### src/rtl/pbb_pkg.sv
// pbb_pkg: shared types, codes and default sizes for the page bitmap blitter
// used by pbb_seq, pbb_lane and page_bitmap_blit; no dependencies
package pbb_pkg;

   // default buffer geometry
   localparam int COLUMNS_DEF  = 128;
   localparam int PAGES_DEF    = 8;
   localparam int PIX_PER_BYTE = 8;

   // internal widths: column base reaches start + 8*30 + 7, page reaches 23
   localparam int BASE_W = 9;
   localparam int PAGE_W = 5;

   // item kinds (kind 3 is unused and answers ok)
   typedef enum logic [1:0] {
      KIND_START = 2'd0,
      KIND_DATA  = 2'd1,
      KIND_READ  = 2'd2
   } kind_type;

   // result status codes
   typedef enum logic [1:0] {
      ST_OK        = 2'd0,
      ST_BAD_WIDTH = 2'd1,
      ST_CLIPPED   = 2'd2,
      ST_NO_BLIT   = 2'd3
   } status_type;

   // command broadcast from the sequencer to every lane
   typedef struct packed {
      logic              clear;
      logic              wr_en;
      logic              rd_en;
      logic [BASE_W-1:0] base;
      logic [PAGE_W-1:0] page;
      logic [7:0]        mask;
      logic [7:0]        data;
   } lane_cmd_type;

   // per-item result info from the sequencer to the merge stage
   typedef struct packed {
      status_type status;
      logic       done;
      logic       chk_clip;
      logic       rd_ok;
      logic [2:0] rd_bank;
   } item_info_type;

endpackage

### src/rtl/pbb_lane.sv
// pbb_lane: one column bank of the frame buffer plus its pixel write lane
// depends on pbb_pkg (lane_cmd_type, widths)
module pbb_lane #(
   parameter int COLUMNS = pbb_pkg::COLUMNS_DEF,
   parameter int PAGES   = pbb_pkg::PAGES_DEF,
   parameter int LANE    = 0,
   localparam int COL_WORDS = (COLUMNS + 7) / 8,
   localparam int DEPTH     = PAGES * COL_WORDS,
   localparam int ADDR_W    = (DEPTH > 1) ? $clog2(DEPTH) : 1
) (
   input  logic                 clock,
   input  pbb_pkg::lane_cmd_type cmd,
   input  logic [ADDR_W-1:0]    clr_addr,
   input  logic [ADDR_W-1:0]    rd_addr,
   output logic                 clip,
   output logic [7:0]           rd_data
);

   localparam int PROD_W = pbb_pkg::PAGE_W + pbb_pkg::BASE_W - 3;
   localparam logic [2:0] LANE_IDX = 3'(LANE);

   logic [7:0]                  mem [DEPTH];
   logic [2:0]                  offset;
   logic [pbb_pkg::BASE_W-1:0]  col;
   logic                        in_range;
   logic [PROD_W-1:0]           prod;
   logic [ADDR_W-1:0]           wr_addr;
   logic                        pix;
   logic [7:0]                  rd_data_ff;

   // this bank's column among the eight the word covers
   always_comb begin
      offset   = LANE_IDX - cmd.base[2:0];
      col      = cmd.base + pbb_pkg::BASE_W'(offset);
      in_range = (col < pbb_pkg::BASE_W'(COLUMNS)) &&
                 (cmd.page < pbb_pkg::PAGE_W'(PAGES));
      prod     = PROD_W'(cmd.page) * PROD_W'(COL_WORDS) +
                 PROD_W'(col[pbb_pkg::BASE_W-1:3]);
      wr_addr  = prod[ADDR_W-1:0];
      pix      = cmd.data[3'd7 - offset];
   end

   assign clip = cmd.wr_en && !in_range;

   // bank write: clearing sweep or single bit-row update
   always_ff @(posedge clock) begin
      if (cmd.clear) begin
         mem[clr_addr] <= '0;
      end else if (cmd.wr_en && in_range) begin
         for (int k = 0; k < 8; k++) begin
            if (cmd.mask[k]) begin
               mem[wr_addr][k] <= pix;
            end
         end
      end
   end

   // registered read port
   always_ff @(posedge clock) begin
      if (cmd.rd_en) begin
         rd_data_ff <= mem[rd_addr];
      end
   end

   assign rd_data = rd_data_ff;

endmodule

### config.mk
export PLATFORM = sky130hd
export DESIGN_NAME = pbb_lane
export DESIGN_NICKNAME = d
export VERILOG_FILES = /design/src/rtl/pbb_pkg.sv /design/src/rtl/pbb_lane.sv
export SDC_FILE = /design/constraint.sdc
export NUM_CORES = 1
export LEC_CHECK = 0
export BUFFER_PORTS_ARGS = -buffer_cell sky130_fd_sc_hd__buf_2
export CAP_MARGIN = 10
export CORE_MARGIN = 4
export CORE_UTILIZATION = 35
export DETAILED_ROUTE_END_ITERATION = 6
export PLACE_DENSITY = 0.61
export SYNTH_ARGS = -nofsm -noshare
export SYNTH_HDL_FRONTEND = slang
export SYNTH_SLANG_ARGS = --single-unit
### constraint.sdc
create_clock -name clock -period 78 [get_ports clock]
set_clock_uncertainty 0.2 [all_clocks]
set_input_delay 3.9 -clock clock [delete_from_list [all_inputs] [get_ports clock]]
set_output_delay 3.9 -clock clock [all_outputs]
set_load 0.005 [all_outputs]
# ---- After elaboration in Yosys (flattened, before gate mapping)
# Memories as Yosys holds them, arrays and structs flattened. A register that Yosys moved wholly into a read port is not among the register bits.
# Cells that the tools add are included.
dict set report word_totals {
  word_cells 52
  output_inout_bits 9
  n_memories 1
  regBits 0
  in_bits 48
  ram_bits 1024
}
dict set report classes {
  order_cmp 3
  n_reduce_logical 5
  muxes 39
  n_addsub 4
}
# name words width read_ports rd_ports_with_merged_regs wr line
set memory_table {}
lappend memory_table {mem 128 8 1 1 1 pbb_lane.sv:22} ;# logic [7:0] mem [DEPTH];
# operator n
set op_table {}
lappend op_table {{$mux W1} 35}
lappend op_table {{$mux W8} 2}
lappend op_table {{$add A9 B3 Y9} 1}
lappend op_table {{$lt A9 B8 Y1 const B} 1}
lappend op_table {{$reduce_or A8 Y1} 1}
lappend op_table {{$add A7 B6 Y7} 1}
lappend op_table {{$mux W7} 1}
lappend op_table {{$lt A5 B4 Y1 const B} 1}
lappend op_table {{$lt A3 B4 Y1 const B} 1}
lappend op_table {{$bmux W1 S3} 1}
lappend op_table {{$logic_and A1 B1 Y1} 3}
lappend op_table {{$sub A1 B3 Y3 const A} 1}
lappend op_table {{$sub A3 B3 Y3 const A} 1}
lappend op_table {{$logic_not A1 Y1} 1}

# ---- Logic depth before layout (Yosys ltp)
dict set report depth {
  depth_word 10
  mapped_depth 17
  depth_no_buf 15
}

# ---- Least setup slack after synthesis
# No wires, ideal clock.
dict set report synth_path {
  path_type {input port to flip-flop}
  from {in cmd[21] (netlist bit)}
  to {mem mem[0][0] (data pin)}
  path_stages 11
  path_buffers 3
  path_slack_ps 43076
  arrival_time_ps 29777
  setup_ps 4947
  cell_sequence {clkbuf_1 inv_1 ha_1 ha_1 xnor2_2 a31oi_4 nor4b_4 buf_4 a21oi_2 buf_2 nor2_1}
}
dict set report synth_between {
  elab_chain_cells 10
  elab_cells_between_ends 34
}
# element line
set synth_rtl {}
lappend synth_rtl {{from (decl)} pbb_lane.sv:12} ;# input pbb_pkg::lane_cmd_type cmd,
lappend synth_rtl {{$sub A1 B3 Y3} pbb_lane.sv:33} ;# offset = LANE_IDX - cmd.base[2:0];
lappend synth_rtl {{$add A9 B3 Y9} pbb_lane.sv:34} ;# col = cmd.base + pbb_pkg::BASE_W'(offset);
lappend synth_rtl {{$lt A9 B8 Y1} pbb_lane.sv:35} ;# in_range = (col < pbb_pkg::BASE_W'(COLUMNS)) &&
lappend synth_rtl {{$logic_and A1 B1 Y1} pbb_lane.sv:35}
lappend synth_rtl {{$logic_and A1 B1 Y1} pbb_lane.sv:49} ;# end else if (cmd.wr_en && in_range) begin
lappend synth_rtl {{$mux W1} pbb_lane.sv:49}
lappend synth_rtl {{$mux W1} pbb_lane.sv:47} ;# if (cmd.clear) begin
lappend synth_rtl {{$mux W1 (not written as such)} pbb_lane.sv:52} ;# mem[wr_addr][k] <= pix;
lappend synth_rtl {{$reduce_or A8 Y1 (no line)} n/a}
lappend synth_rtl {{$mux W8 (no line) (*)} n/a}
lappend synth_rtl {{to (decl)} pbb_lane.sv:22}
# Every way passes the cells marked *; elsewhere a longest branch is shown, timed or not. The select of a mux whose other input is x is not followed.

# ---- Worst setup path after layout
dict set report layout_path {
  from {in cmd[21] (netlist bit)}
  to {out clip}
}
dict set report layout_between {
  elab_chain_cells 6
}
# element line
set layout_rtl {}
lappend layout_rtl {{$sub A1 B3 Y3} pbb_lane.sv:33}
lappend layout_rtl {{$add A9 B3 Y9 (*)} pbb_lane.sv:34}
lappend layout_rtl {{$lt A9 B8 Y1 (*)} pbb_lane.sv:35}
lappend layout_rtl {{$logic_and A1 B1 Y1 (*)} pbb_lane.sv:35}
lappend layout_rtl {{$logic_not A1 Y1 (*)} pbb_lane.sv:43} ;# assign clip = cmd.wr_en && !in_range;
lappend layout_rtl {{$logic_and A1 B1 Y1 (*)} pbb_lane.sv:43}
lappend layout_rtl {{to (decl)} pbb_lane.sv:15} ;# output logic clip,
# Every way passes the cells marked *; elsewhere a longest branch is shown, timed or not.

==> metrics.csv <==
metric,value,unit
outcome,finished clean,
Lkg Pwr,12.2,nW
distinct cell type count after synthesis,65,
GRT Overall Usage,17.9,%
maximum net fanout on the critical path,59,
multiplexer share of the synthesized area,16.1,%
layout overhead on the synthesized area,9.63,%
clock tree from TritonCTS,yes,
mean instance size in the synthesized netlist,15.3,um2
library cell used as clock root buffer,sky130_fd_sc_hd__clkbuf_16,
cells after synthesis,3225,
required time at the endpoint of the critical path,73.90,ns
CTS sink count,1032,
count of endpoints failing setup in the final report,0,
Pre-antenna DRT Iters,6,
CP Data Arrival Time,7.29,ns
net total in the final layout,3114,
setup repair after global routing missed its margin,no,
die outline area,0.147,mm2
maximum number of buffers from clock root to sink,3,
x dimension of the die,383,um
number of enable-type register cells in the synthesized netlist,1032,
Slew @ Worst Pin,1.36,ns
Post-CTS Hold Fix Bufs,0,
Routed Antenna Nets,0,
number of antenna violations at the first check in global routing,12,
Power Density,21.2,mW/mm2
wire length of the first global-routing pass,201,mm
cell count of the worst reg-to-reg path,4,
proportion of netlist area held by the largest area contributor,62.8,%
final critical path time including I/O delays and setup,11.39,ns
type of destination of the critical path,output pin,
cells along the critical path,"buf_2, inv_1, ha_1, ha_1, xnor2_2, a21oi_2, mux2i_4, buf_4, mux2_2, buf_4, a21boi_0, buf_2",
crit path launch type,primary input,
maximum clock frequency,87.8,MHz
routed length per placed instance,26.7,um
number of maximum-capacitance violations,0,
vertical extent of the die,383,um
ranking of synthesized cells by area,"sky130_fd_sc_hd__edfxtp_1 (63%), sky130_fd_sc_hd__mux4_2 (15%), sky130_fd_sc_hd__nor3_1 (6.7%)",
kind of path behind the tightest hold check,reg -> reg,
simple-gate area share of the yosys netlist,10.6,%
main combinational cell family by area after synthesis,multiplexers,
"post-synthesis share of cell area spent on full adders, half adders and majority gates",0.142,%
total number of vias,30400,
global placement routability congestion,0.892,
cell count of the worst hold path,4,
vias in the first global route,30000,
number of buffers inserted during clock tree synthesis,102,
minimum setup slack in the final design,66.61,ns
"Net Count, Synth",3278,
vias per cell,6.06,
area fraction in compound gates after synthesis,6.13,%
total number of cells along the worst setup path,12,
library cell occupying the most area in the post-synthesis netlist,sky130_fd_sc_hd__edfxtp_1,
routed wire length,134,mm
kind of critical path,in -> out,
yosys warns,0,
standard-cell rows,137,
initial core utilization,35.3,%
worst slew margin relative to its limit,9.07,%
H-Tree Depth,3,
area share of xor/xnor cells in the synthesized design,0.190,%
core area,0.140,mm2
number of I/O port buffers,56,
layout cell share with drive strength beyond 1,22.5,%
share of synthesized area occupied by flip-flops and latches,62.8,%
netlist area before placement,0.0493,mm2
CP peak stage delay,0.52,ns
GRT Residual Overflow,0,
drt drc,0,
num ports,57,
post-route fraction of the period consumed by the critical path,14.6,%
post-cts resize count,0,
maximum number of pins on one net before global-route repair,288,
Most used DFF post-synth,sky130_fd_sc_hd__edfxtp_1,
clock transition at the register clock pins on the worst setup and hold paths after CTS,0.06,ns
final-layout setup total negative slack,0,ns
CP max-delay cell,sky130_fd_sc_hd__buf_4,
"Async S/R FF share, synth",0,%
DP HPWL,76.4,mm
synthesized flop and latch total,1032,
top cell family by delay on the critical path,buffers and inverters,
"Hold Violations, Final",0,
"Buf+Inv Stages, Crit Path",5,
postcts setup bufs,0,
Worst-Skew Late Latency,0.71,ns
count of routing violations after the opening detailed-route iteration,3446,
Place WS,66.11,ns
max-slew violations,0,
Worst VDD drop,0.0168,mV
[synth_stat cells (5+ instances only)]
| master | n |
|---|---|
| sky130_fd_sc_hd__nor4_1 | 131 |
| sky130_fd_sc_hd__clkbuf_1 | 143 |
| sky130_fd_sc_hd__buf_6 | 12 |
| sky130_fd_sc_hd__nor2b_1 | 6 |
| sky130_fd_sc_hd__a41oi_1 | 8 |
| sky130_fd_sc_hd__nand3_2 | 6 |
| sky130_fd_sc_hd__nand4_1 | 16 |
| sky130_fd_sc_hd__nand3_1 | 31 |
| sky130_fd_sc_hd__a21oi_1 | 42 |
| sky130_fd_sc_hd__a2111oi_0 | 9 |
| sky130_fd_sc_hd__nor2_1 | 67 |
| sky130_fd_sc_hd__mux2i_1 | 10 |
| sky130_fd_sc_hd__a211oi_1 | 239 |
| sky130_fd_sc_hd__nand2b_1 | 10 |
| sky130_fd_sc_hd__a31oi_1 | 17 |
| sky130_fd_sc_hd__mux4_2 | 338 |
| sky130_fd_sc_hd__nor3_1 | 661 |
| sky130_fd_sc_hd__xor2_1 | 5 |
| sky130_fd_sc_hd__a31oi_2 | 31 |
| sky130_fd_sc_hd__mux2_2 | 11 |
| sky130_fd_sc_hd__nand2_1 | 64 |
| sky130_fd_sc_hd__buf_4 | 12 |
| sky130_fd_sc_hd__edfxtp_1 | 1032 |
| sky130_fd_sc_hd__buf_2 | 223 |
| sky130_fd_sc_hd__buf_1 | 22 |
| sky130_fd_sc_hd__a32oi_1 | 8 |
| sky130_fd_sc_hd__inv_1 | 7 |
[layout make-up]
type / count / area (um2)
repair buffers: 144 / 991
well taps: 1876 / 2350
multi-input cells: 1774 / 16600
clock buffers: 131 / 2680
clock inverters: 54 / 389
diodes: 5 / 12.5
inverters: 7 / 26.3
flip-flops and latches: 1032 / 31000
fillers: 12900 / 85600
[flip-flops by register name, summed over array words and instances (netlist names)]
name / count
rd_data: 8
mem: 1024
[worst paths after layout]
check | startpoint | endpoint | slack, ns
setup / recovery | cmd[21] | clip | 66.61
hold / removal | mem[22][1] | rd_data[1] | 1.04
setup reg to reg | mem[103][4] | rd_data[4] | 75.06
hold reg to reg | mem[22][1] | rd_data[1] | 1.04
[power by group]
| part | switching [W] | internal, W |
|---|---|---|
| logic | 0.0000582 | 0.0000173 |
| registers | 0.000000539 | 0.000605 |
| clock network | 0.000210 | 0.000253 |
| total | 0.000269 | 0.000875 |
[layer usage]
metal,part of all wire [%],track usage [%],vias to the layer above
li1,-,-,13000
met2,49,29.9,1217
met4,3.0,5.84,4
met1,41,24.4,16000
met3,7.0,2.16,231
met5,0.018,0,-
[kinds of logic after synthesis]
kind of cell             Yosys count
XOR/XNOR                           9
buffers and inverters            419
AND/OR/NAND/NOR                 1015
flip-flops                      1032
AO/OA/AOI/OAI                    381
multiplexers                     364
adder cells (fa/ha/maj)            5
[worst reg2reg max path, delay by kind of cell (launching register included)]
| family | cells | cell delay, ns |
|---|---|---|
| DFF | 1 | 0.36 |
| muxes | 4 | 2.11 |
[placed cells by master (no fill, tap or decap), types with 16 or more instances in the layout]
master,instances
sky130_fd_sc_hd__clkinv_1,25
sky130_fd_sc_hd__clkbuf_16,103
sky130_fd_sc_hd__edfxtp_1,1032
sky130_fd_sc_hd__nand2_1,64
sky130_fd_sc_hd__a211oi_1,239
sky130_fd_sc_hd__mux4_2,338
sky130_fd_sc_hd__nor2_1,65
sky130_fd_sc_hd__nand3_1,31
sky130_fd_sc_hd__buf_4,88
sky130_fd_sc_hd__nor3_1,661
sky130_fd_sc_hd__nand4_1,16
sky130_fd_sc_hd__a31oi_2,33
sky130_fd_sc_hd__buf_2,52
sky130_fd_sc_hd__nor4_1,131
sky130_fd_sc_hd__clkbuf_1,28
sky130_fd_sc_hd__a21oi_1,40
[through the flow]
stage / total power [W] / hold WS (ns) / cells / area (um2) / utilization (%)
6_report: 0.00114 / 1.04 / 5023 / 54100 / 38.7
3_3_place_gp: 0.000692 / 1.01 / 4833 / 51000 / 36.5
5_1_grt: 0.00118 / 1.07 / 5019 / 54100 / 38.7
4_1_cts: 0.00115 / 1.04 / 5018 / 54100 / 38.7
3_5_place_dp: 0.000692 / 1.03 / 4833 / 51000 / 36.5
2_1_floorplan: 0.000670 / 0.949 / 3225 / 49300 / -
Power figures use the tool's default switching activity.
