### src/rtl/pbb_pkg.sv
// pbb_pkg: shared types, codes and default sizes for the page bitmap blitter
// used by pbb_seq, pbb_lane and page_bitmap_blit; no dependencies
package pbb_pkg;

   // default buffer geometry
   localparam int COLUMNS_DEF  = 128;
   localparam int PAGES_DEF    = 8;
   localparam int PIX_PER_BYTE = 8;

   // internal widths: column base reaches start + 8*30 + 7, page reaches 23
   localparam int BASE_W = 9;
   localparam int PAGE_W = 5;

   // item kinds (kind 3 is unused and answers ok)
   typedef enum logic [1:0] {
      KIND_START = 2'd0,
      KIND_DATA  = 2'd1,
      KIND_READ  = 2'd2
   } kind_type;

   // result status codes
   typedef enum logic [1:0] {
      ST_OK        = 2'd0,
      ST_BAD_WIDTH = 2'd1,
      ST_CLIPPED   = 2'd2,
      ST_NO_BLIT   = 2'd3
   } status_type;

   // command broadcast from the sequencer to every lane
   typedef struct packed {
      logic              clear;
      logic              wr_en;
      logic              rd_en;
      logic [BASE_W-1:0] base;
      logic [PAGE_W-1:0] page;
      logic [7:0]        mask;
      logic [7:0]        data;
   } lane_cmd_type;

   // per-item result info from the sequencer to the merge stage
   typedef struct packed {
      status_type status;
      logic       done;
      logic       chk_clip;
      logic       rd_ok;
      logic [2:0] rd_bank;
   } item_info_type;

endpackage

### src/rtl/pbb_seq.sv
// pbb_seq: blit state, item decode, lane command and buffer clearing sweep
// depends on pbb_pkg (kind, status, lane command and info types)
module pbb_seq #(
   parameter int COLUMNS = pbb_pkg::COLUMNS_DEF,
   parameter int PAGES   = pbb_pkg::PAGES_DEF,
   localparam int COL_WORDS = (COLUMNS + 7) / 8,
   localparam int DEPTH     = PAGES * COL_WORDS,
   localparam int ADDR_W    = (DEPTH > 1) ? $clog2(DEPTH) : 1
) (
   input  logic                  clock,
   input  logic                  reset,
   input  logic                  accept,
   input  logic [1:0]            kind,
   input  logic [6:0]            x_pos,
   input  logic [5:0]            y_pos,
   input  logic [7:0]            width_pixels,
   input  logic [6:0]            row_count,
   input  logic                  invert_pixels,
   input  logic [7:0]            data_byte,
   input  logic [2:0]            read_page,
   input  logic [6:0]            read_column,
   input  logic                  flip_mode,
   output pbb_pkg::lane_cmd_type  cmd,
   output logic [ADDR_W-1:0]     clr_addr,
   output logic [ADDR_W-1:0]     rd_addr,
   output pbb_pkg::item_info_type info,
   output logic                  clearing
);

   localparam int BW     = pbb_pkg::BASE_W;
   localparam int PW     = pbb_pkg::PAGE_W;
   localparam int PROD_W = PW + BW - 3;

   logic              clearing_ff, clearing_in;
   logic [ADDR_W-1:0] clr_cnt_ff, clr_cnt_in;
   logic              active_ff, active_in;
   logic [6:0]        start_col_ff, start_col_in;
   logic [BW-1:0]     base_ff, base_in;
   logic [PW-1:0]     page_ff, page_in;
   logic [2:0]        bit_row_ff, bit_row_in;
   logic [4:0]        bpr_ff, bpr_in;
   logic [4:0]        bir_ff, bir_in;
   logic [6:0]        rows_ff, rows_in;
   logic              invert_ff, invert_in;
   logic [2:0]        pos;
   logic              row_end;
   logic [PROD_W-1:0] rd_prod;

   // clearing sweep over every bank row after reset
   always_comb begin
      clearing_in = clearing_ff;
      clr_cnt_in  = clr_cnt_ff;
      if (clearing_ff) begin
         if (clr_cnt_ff == ADDR_W'(DEPTH - 1)) begin
            clearing_in = 1'b0;
         end else begin
            clr_cnt_in = clr_cnt_ff + 1'b1;
         end
      end
   end

   // read address, shared by all banks
   always_comb begin
      rd_prod = PROD_W'(read_page) * PROD_W'(COL_WORDS) + PROD_W'(read_column[6:3]);
      rd_addr = rd_prod[ADDR_W-1:0];
   end

   // bit row inside the column byte, mirrored in flip mode
   always_comb begin
      pos     = flip_mode ? (3'd7 - bit_row_ff) : bit_row_ff;
      row_end = ({1'b0, bir_ff} + 6'd1) >= {1'b0, bpr_ff};
   end

   // item decode and blit state update
   always_comb begin
      active_in    = active_ff;
      start_col_in = start_col_ff;
      base_in      = base_ff;
      page_in      = page_ff;
      bit_row_in   = bit_row_ff;
      bpr_in       = bpr_ff;
      bir_in       = bir_ff;
      rows_in      = rows_ff;
      invert_in    = invert_ff;

      info.status   = pbb_pkg::ST_OK;
      info.done     = 1'b0;
      info.chk_clip = 1'b0;
      info.rd_ok    = 1'b0;
      info.rd_bank  = read_column[2:0];

      cmd.clear = clearing_ff;
      cmd.wr_en = 1'b0;
      cmd.rd_en = accept;
      cmd.base  = base_ff;
      cmd.page  = page_ff;
      cmd.mask  = 8'h01 << pos;
      cmd.data  = data_byte ^ {8{invert_ff}};

      if (accept) begin
         case (kind)
            pbb_pkg::KIND_START: begin
               if (width_pixels[2:0] != 3'd0) begin
                  info.status = pbb_pkg::ST_BAD_WIDTH;
                  active_in   = 1'b0;
               end else begin
                  start_col_in = x_pos;
                  base_in      = BW'(x_pos);
                  page_in      = PW'(y_pos[5:3]);
                  bit_row_in   = y_pos[2:0];
                  bpr_in       = width_pixels[7:3];
                  bir_in       = 5'd0;
                  rows_in      = row_count;
                  invert_in    = invert_pixels;
                  active_in    = (width_pixels != 8'd0) && (row_count != 7'd0);
               end
            end
            pbb_pkg::KIND_DATA: begin
               if (!active_ff) begin
                  info.status = pbb_pkg::ST_NO_BLIT;
               end else begin
                  cmd.wr_en     = 1'b1;
                  info.chk_clip = 1'b1;
                  if (row_end) begin
                     bir_in     = 5'd0;
                     base_in    = BW'(start_col_ff);
                     bit_row_in = bit_row_ff + 3'd1;
                     if (bit_row_ff == 3'd7 && page_ff != '1) begin
                        page_in = page_ff + 1'b1;
                     end
                     rows_in = rows_ff - 7'd1;
                     if (rows_ff == 7'd1) begin
                        active_in = 1'b0;
                        info.done = 1'b1;
                     end
                  end else begin
                     bir_in  = bir_ff + 5'd1;
                     base_in = base_ff + BW'(pbb_pkg::PIX_PER_BYTE);
                  end
               end
            end
            pbb_pkg::KIND_READ: begin
               if ((PW'(read_page) >= PW'(PAGES)) || (BW'(read_column) >= BW'(COLUMNS))) begin
                  info.status = pbb_pkg::ST_CLIPPED;
               end else begin
                  info.rd_ok = 1'b1;
               end
            end
            default: begin
            end
         endcase
      end
   end

   // state registers
   always_ff @(posedge clock) begin
      if (reset) begin
         clearing_ff  <= 1'b1;
         clr_cnt_ff   <= '0;
         active_ff    <= 1'b0;
         start_col_ff <= '0;
         base_ff      <= '0;
         page_ff      <= '0;
         bit_row_ff   <= '0;
         bpr_ff       <= '0;
         bir_ff       <= '0;
         rows_ff      <= '0;
         invert_ff    <= 1'b0;
      end else begin
         clearing_ff  <= clearing_in;
         clr_cnt_ff   <= clr_cnt_in;
         active_ff    <= active_in;
         start_col_ff <= start_col_in;
         base_ff      <= base_in;
         page_ff      <= page_in;
         bit_row_ff   <= bit_row_in;
         bpr_ff       <= bpr_in;
         bir_ff       <= bir_in;
         rows_ff      <= rows_in;
         invert_ff    <= invert_in;
      end
   end

   assign clr_addr = clr_cnt_ff;
   assign clearing = clearing_ff;

endmodule

### config.mk
export PLATFORM = sky130hd
export DESIGN_NAME = pbb_seq
export DESIGN_NICKNAME = d
export VERILOG_FILES = /design/src/rtl/pbb_pkg.sv /design/src/rtl/pbb_seq.sv
export SDC_FILE = /design/constraint.sdc
export NUM_CORES = 1
export LEC_CHECK = 0
export BUFFER_PORTS_ARGS = -buffer_cell sky130_fd_sc_hd__buf_2
export CORE_MARGIN = 2
export CORE_UTILIZATION = 54
export CTS_CLUSTER_SIZE = 8
export DETAILED_ROUTE_END_ITERATION = 8
export PLACE_DENSITY = 0.86
export REMOVE_ABC_BUFFERS = 1
export SYNTH_ARGS = -nofsm -noshare
export SYNTH_HDL_FRONTEND = slang
export SYNTH_SLANG_ARGS = --single-unit
export TNS_END_PERCENT = 1
### constraint.sdc
create_clock -name clock -period 5.3 [get_ports clock]
set_clock_uncertainty 0.05 [all_clocks]
set_input_delay 1.06 -clock clock [delete_from_list [all_inputs] [get_ports clock]]
set_output_delay 1.06 -clock clock [all_outputs]
set_load 0.005 [all_outputs]
# --- Yosys cells after proc, flatten, opt, wreduce, memory -nomap -nowiden ---
# Cells that the tools add are included.
totals:
  regBits: 51
  in_bits: 53
  out_inout_bits: 56
  elab_cells: 89
op_classes:
  add_sub_neg: 9
  magnitude_cmp: 1
  eq_ne: 10
  shifts: 1
  mux: 41
  bitwise: 3
  reduce_logical: 13
ops:
  columns: ["cell", "count"]
  rows:
  - ["$mux 5", 8]
  - ["$mux 9", 3]
  - ["$mux 7", 3]
  - ["$pmux 5 s2", 2]
  - ["$pmux 9 s2", 1]
  - ["$pmux 7 s2", 1]
  - ["$mux 1", 13]
  - ["$mux 3", 4]
  - ["$add 5x1->5 const B", 2]
  - ["$add 9x4->9 const B", 1]
  - ["$ne 2x2->1 const B", 4]
  - ["$reduce_bool 8->1", 1]
  - ["$shl 1x3->8 const A", 1]
  - ["$xor 8x8->8", 1]
  - ["$add 7x1->7 const B", 1]
  - ["$add 7x4->7", 1]
  - ["$eq 7x1->1 const B", 1]
  - ["$eq 7x7->1 const B", 1]
  - ["$reduce_bool 7->1", 1]
  - ["$sub 7x1->7 const B", 1]
  - ["$add 5x1->6 const B", 1]
  - ["$ge 6x5->1", 1]
  - ["$mux 2", 3]
  - ["$pmux 3 s2", 1]
  - ["18 further kinds", 21]

# --- Logic depth before layout (Yosys ltp) ---
# Gate-level depths: netlist (run 1).
logic_depth:
  depth_word: 6
  ltp_mapped: 11
  ltp_nobuf: 9

# --- Worst setup path before layout (run 1) ---
# Ideal clock, no wire load.
synth_path:
  path_type: "register -> output"
  from: "register bir_ff[0]"
  to: "output info[5] in the netlist's numbering"
  arrival_ns: 1.940
  required_time_ns: 4.190
  slack_ns: 2.250
  stages_incl_launch_ff: 10
  path_buffers: 1
  cell_sequence: "dfxtp_1 -> ha_1 -> nand3_1 -> xnor2_1 -> ha_1 -> o21ai_0 -> o21ai_2 -> clkbuf_1 -> nand2_1 -> nor2_1"
synth_rtl:
  columns: ["item", "line_no", "source"]
  rows:
  - ["start: declaration", "pbb_seq.sv:42", "logic [4:0] bir_ff, bir_in;"]
  - ["start signal: assignment", "pbb_seq.sv:178", "bir_ff <= bir_in;"]
  - ["end: declaration", "pbb_seq.sv:26", "output pbb_pkg::item_info_type info,"]

==> results of run 1 <==
[cell type report]
type | instances | share of cell area (%)
timing repair buffer | 90 | 12.8
multi-input combinational | 281 | 51.5
clock inverter | 2 | 0.984
clock buffer | 6 | 2.32
tap | 72 | 2.53
sequential | 51 | 28.7
inverter | 11 | 1.16
[metal layers]
layer | share of wire [%] | up-vias | track usage [%] | routed length [um]
li1 | - | 1497 | - | -
met1 | 41 | 1456 | 31.0 | 3300
met5 | 0 | - | 0 | 0
met3 | 7.6 | 21 | 6.33 | 609
met2 | 49 | 151 | 40.8 | 3900
met4 | 2.0 | 0 | 8.31 | 158
[worst paths after layout]
check,start,cells past startpoint,end
max,bir_ff[0],9,info[5]
min,start_col_ff[5],2,start_col_ff[5]
max reg2reg,bir_ff[0],8,rows_ff[5]
min reg2reg,start_col_ff[5],2,start_col_ff[5]
[where the power goes]
group	internal [uW]	leakage, uW	switching [uW]	total (uW)
Sequential	388	0.000412	5.56	393
Combinational	35.0	0.00110	47.9	82.9
Clock	153	0.0000612	130	283
Total	576	0.00157	184	759
[worst max-delay path: stages (launching register included)]
cell and delay [ns]:
dfxtp_1 0.41, ha_1 0.26, nand3_1 0.13, xnor2_1 0.17, ha_1 0.29, o21ai_0 0.16, o21ai_2 0.57, nand2_1 0.16
nor2_1 0.11, buf_2 0.12
[kinds of logic after synthesis]
group,share of synthesized area [%]
AO/OA/AOI/OAI,23.7
XOR/XNOR,4.81
adder cells (fa/ha/maj),5.65
buffers and inverters,7.84
flip-flops,33.0
multiplexers,3.23
AND/OR/NAND/NOR,21.8
[sequential cells by signal, indices dropped and copies added, names as in the netlist]
| signal | flops |
|---|---|
| invert_ff | 1 |
| base_ff | 9 |
| start_col_ff | 7 |
| page_ff | 5 |
| bir_ff | 5 |
| bit_row_ff | 3 |
| active_ff | 1 |
| clr_addr | 7 |
| clearing | 1 |
| rows_ff | 7 |
| bpr_ff | 5 |
[cell usage in the layout (no fill, tap or decap), types with 11 or more instances in the layout]
cell,instances
nand2_1,55
nor2_1,22
o211ai_1,11
xor2_1,14
buf_2,88
ha_1,14
dfxtp_1,51
a21oi_1,25
nand3_1,12
o22ai_1,11
[metrics by stage]
| step | instance area, sq um | total power [uW] | util, % |
|---|---|---|---|
| after floorplan | 2900 | 440 | - |
| after global placement | 3440 | 482 | 62.1 |
| after detailed placement | 3440 | 484 | 62.1 |
| after CTS | 3560 | 760 | 64.3 |
| after global routing | 3560 | 786 | 64.3 |
| final | 3560 | 759 | 64.3 |
==> implementation parameters, run 1 <==
Parameter                              Value

Yosys
  Top cells by instance count after synthesis ... 55 x nand2_1, 51 x dfxtp_1, 25 x a21oi_1
  Top cells by area in the synthesized netlist ... dfxtp_1 33%, nand2_1 6.7%, ha_1 5.7%
  Count leader, synth ... nand2_1
  Post-Syn Area ... 3100 sq um
  Warnings from Yosys ... 0
  Post-synth top area cell ... dfxtp_1
  Commonest register cell after synthesis ... dfxtp_1
  Number of enable flip-flop cells after synthesis ... 0
  Count of cell types in the netlist ... 54
  FF+latch count, synth ... 51
  Area share of the leading cell type in the synthesized netlist ... 33.0%
  Proportion of synthesized chip area in sequential cells ... 33.0%
  Fraction of registers with async set or reset after synthesis ... 0%
  Average cell area after synthesis ... 8.24 sq um
  Synthesized instance count ... 376

Worst setup path
  Setup crit start kind ... flip-flop
  Crit-path max FO ... 15
  Critical Path Sink Type ... primary output
  Worst reg-to-reg setup slack ... 2.01 ns
  Setup Crit Path Kind ... flip-flop to primary output
  Worst endpoint data arrival time ... 2.68 ns
  Data required time of the worst path ... 4.19 ns

Power
  P per Cell Area ... 213 nW/um^2
  Worst vdd ir ... 180 uV
  Leakage power of the design ... 0.00157 uW

Routing
  Post-detailed-route wirelength per cell ... 15.5 um
  Violation count after the first detailed-routing iteration ... 247
  Vias per Instance ... 6.09
  Final routed DRC violation total ... 0
  Via Count ... 3125
  Aggregate routed wire length ... 7.97 mm
  First-pass iteration count of the detailed router ... 5
  Post-route antenna net violation count ... 0

Outcome
  Run status ... finished clean

STA
  Headroom to the max-slew limit ... 16.9%
  Share of the clock period used by the worst path ... 71.5%
  Number of max-slew violations in the final report ... 0
  Number of setup violations in the final report ... 0
  Period minus WS final ... 3.79 ns
  Post-Route Hold Slack ... 0.410 ns
  Slew at the pin closest to its max-slew limit ... 1.24 ns
  Total count of hold-check failures in the final report ... 0
  Sum of negative setup slack ... 0 ns
  Achievable frequency ... 264 MHz
  Unrepaired setup endpoints after global routing ... false
  Minimum setup slack in the final design ... 1.51 ns

CTS
  Cts bufs inserted ... 5
  Clk pin slew, worst setup/hold paths ... 0.10 ns
  Post-cts gate resize count ... 0
  CTS H-tree lvls ... 2
  Number of buffers on the longest clock path ... 2
  Hold-fix buffers at CTS ... 0
  Number of clock sinks seen by CTS ... 51
  Clock insertion delay at the later pin of the skew report ... 0.31 ns
  Clock Tree Root ... clkbuf_8
  TritonCTS clock tree ... yes
  Post-CTS Setup Inserts ... 0

Placement
  PortBufs ... 88
  DP Cell Count ... 505
  Post-placement worst setup slack ... 1.90 ns
  DP HPWL ... 5.58 mm
  Gp weighted congestion ... 0.899

Floorplanning
  Horiz. Die Dim ... 79.7 um
  Number of top-level pins ... 109
  DIE AREA ... 6360 sq um
  DIE HEIGHT ... 79.7 um
  Standard cell core area ... 5540 sq um
  Starting density of the core ... 55.9%
  Site Rows ... 27

Cells and area
  Combined area of the multi-input logic cells ... 1830 sq um
  Area taken by flip-flops and latches ... 1020 sq um
  Share of cells above drive strength 1 ... 25.4%
  Nets ... 507
  Fill cell instance count of the final layout ... 470
  Area added between synthesis and finish ... 14.9%
  Fin cells ... 513
  Number of inserted diodes ... 0

Global route
  Maximum number of pins on one net before global-route repair ... 43
  Vias in the first global route ... 2721
  Antenna violations before repair ... 0
  Total gr overflow ... 0
  Total global-route track usage ... 24.5%
  Wire length of the first global-routing pass ... 12.5 mm

Flow run
  Max Cap Violations ... 0

Min path
  HP Class ... flip-flop to flip-flop
Note: power is estimated with default switching activity, not from simulation.
==> run 2: changes to the inputs <==
Settings changed: CORE_UTILIZATION 54 to 50, PLACE_DENSITY 0.86 to 0.8.
Clock period 5.3 ns to 3.89 ns, I/O delays scaled along.
==> implementation parameters, run 2 (synthesized netlist as in run 1, its figures left out) <==
Parameter                              Value

Cells and area
  Commonest cells after routing, fill and taps aside ... 88 x buf_2, 55 x nand2_1, 51 x dfxtp_1, 25 x a21oi_1, 22 x nor2_1
  Share of cells above drive strength 1 ... 26.2% (+0.84 points)
  Nets ... 512 (+0.99%)
  Number of inserted diodes ... 0 (unchanged)
  Fill cell instance count of the final layout ... 543 (+16%)
  Flip-flop count of the largest register after layout ... 9 (unchanged)
  Area added between synthesis and finish ... 15.1%
  Register ranked first by flip-flop count ... base_ff
  Area taken by flip-flops and latches ... 1020 sq um (unchanged)
  Final standard cell utilization of the core ... 59.9% (-4.4 points)
  Most common cell after layout, fill and taps aside ... buf_2
  Combined area of the multi-input logic cells ... 1830 sq um (unchanged)
  Total non-filler cell area in the finished layout ... 3570 sq um (+0.21%)

Floorplanning
  Standard cell core area ... 5960 sq um (+7.5%)
  Site Rows ... 28 (+3.7%)
  DIE AREA ... 6840 sq um (+7.6%)
  Horiz. Die Dim ... 82.7 um (+3.7%)
  Number of top-level pins ... 109 (unchanged)
  DIE HEIGHT ... 82.7 um (+3.7%)
  Starting density of the core ... 52.0% (-3.9 points)

Worst setup path
  Critical Path, Cell by Cell ... ha_1 > xor2_1 > ha_1 > o21a_1 > o21ai_0 > o21ai_2 > nand2_1 > nor2_1 > buf_2
  Buffering stage count on the worst path with inverters included ... 1 (unchanged)
  Library cell contributing the largest single delay on the critical path ... dfxtp_1
  Slowest cell delay on critical path ... 0.41 ns (-0.16 ns)
  Library cell appearing most often on the critical path ... ha_1
  Setup Crit Path Kind ... flip-flop to primary output
  Setup crit start kind ... flip-flop
  Data required time of the worst path ... 3.06 ns (-1.13 ns)
  Worst endpoint data arrival time ... 2.26 ns (-0.42 ns)
  Kind of cell adding the most delay to the critical path ... compound AO/OA/AOI/OAI gates
  Critical Path Sink Type ... primary output
  Crit-path max FO ... 6 (-9)

STA
  Total count of hold-check failures in the final report ... 0 (unchanged)
  Share of the clock period used by the worst path ... 79.5%
  Achievable frequency ... 323 MHz
  Number of max-slew violations in the final report ... 0 (unchanged)
  Period minus WS final ... 3.09 ns
  Post-Route Hold Slack ... 0.407 ns (-0.00322 ns)
  Sum of negative setup slack ... 0 ns (unchanged)
  Unrepaired setup endpoints after global routing ... false
  Headroom to the max-slew limit ... 56.4% (+40 points)
  Slew at the pin closest to its max-slew limit ... 0.645 ns (-0.597 ns)
  Number of setup violations in the final report ... 0 (unchanged)

Routing
  Violation count after the first detailed-routing iteration ... 295 (+19%)
  First-pass iteration count of the detailed router ... 4 (-1)
  Post-detailed-route wirelength per cell ... 15.4 um (-0.82%)
  Final routed DRC violation total ... 0 (unchanged)
  Aggregate routed wire length ... 8.02 mm (+0.73%)
  Post-route antenna net violation count ... 0 (unchanged)
  Vias per Instance ... 5.83 (-4.3%)
  Via Count ... 3036 (-2.8%)

Power
  Total Power Consumption ... 952 uW (+25%)
  Worst vdd ir ... 220 uV (+22%)
  P per Cell Area ... 267 nW/um^2 (+25%)
  Leakage power of the design ... 0.00159 uW (+0.71%)

CTS
  Post-CTS Setup Inserts ... 0 (unchanged)
  CTS H-tree lvls ... 2 (unchanged)
  Cts bufs inserted ... 5 (unchanged)
  Post-cts gate resize count ... 0 (unchanged)
  TritonCTS clock tree ... yes
  Hold-fix buffers at CTS ... 0 (unchanged)
  Number of clock sinks seen by CTS ... 51 (unchanged)
  Clk pin slew, worst setup/hold paths ... 0.08 ns (-0.02 ns)
  Clock Tree Root ... clkbuf_8
  Number of buffers on the longest clock path ... 2 (unchanged)
  Clock insertion delay at the later pin of the skew report ... 0.31 ns (about the same)

Placement
  Placed Instance Area ... 3480 sq um (+1.2%)
  DP HPWL ... 5.88 mm (+5.4%)
  Gp weighted congestion ... 0.898 (-0.11%)
  PortBufs ... 88 (unchanged)

Global route
  Wire length of the first global-routing pass ... 12.8 mm (+2.0%)
  Maximum number of pins on one net before global-route repair ... 42 (-2.3%)
  Vias in the first global route ... 2838 (+4.3%)
  Antenna violations before repair ... 0 (unchanged)
  Total global-route track usage ... 24.1% (-0.49 points)
  Total gr overflow ... 0 (unchanged)

Min path
  HP Class ... flip-flop to flip-flop

Outcome
  Run status ... finished clean

Flow run
  Max Cap Violations ... 0 (unchanged)
## run 2: cell count changes in the layout (fill, tap and decap cells not counted)
| cell | change |
|---|---|
| bufinv_16 | -1 |
| buf_4 | +5 |
| clkbuf_8 | -1 |
| clkinv_2 | +2 |
## run 2: worst reg2reg max path, stage by stage (launching register included)
cell	delay (ns)
dfxtp_1	0.41
ha_1	0.25
xor2_1	0.17
ha_1	0.25
o21a_1	0.18
o21ai_0	0.31
o21a_1	0.47
buf_4	0.28
a21oi_2	0.09
o221a_2	0.27
## run 2: path summary, 6_finish.rpt
check	endpoint	slack (ns)	cells after the start	from
hold reg to reg	start_col_ff[6]	0.41	2	start_col_ff[6]
setup reg to reg	page_ff[1]	1.07	9	bir_ff[0]
hold / removal	start_col_ff[6]	0.41	2	start_col_ff[6]
setup / recovery	info[5]	0.80	9	bir_ff[0]
## run 2: layer usage
metal | global-route usage [%] | share of wire (%) | up-vias | routed length [um]
met4 | 7.87 | 1.7 | 0 | 140
li1 | - | - | 1498 | -
met5 | 0 | 0 | - | 0
met3 | 6.96 | 8.6 | 12 | 693
met1 | 30.2 | 42 | 1393 | 3390
met2 | 39.6 | 47 | 133 | 3800
## run 2: stage by stage
stage / cells / setup WS, ns
3_5_place_dp: 513 / 1.07
4_1_cts: 521 / 0.803
2_1_floorplan: 343 / 1.22
5_1_grt: 521 / 0.668
6_report: 521 / 0.798
3_3_place_gp: 513 / 1.14
## run 2: final cells by class
type                    instances  share of cell area, %
clock inverters                 3                  0.421
repair buffers                 95                   13.8
inverters                      11                   1.16
flip-flops and latches         51                   28.6
clock buffers                   5                   1.93
well taps                      75                   2.63
multi-input cells             281                   51.4
## run 2: report_power, final
group          internal, uW  switching, uW  total (uW)
Sequential              528           7.45         535
Clock                   124            177         300
Combinational          49.8           66.2         116
Total                   701            250         952
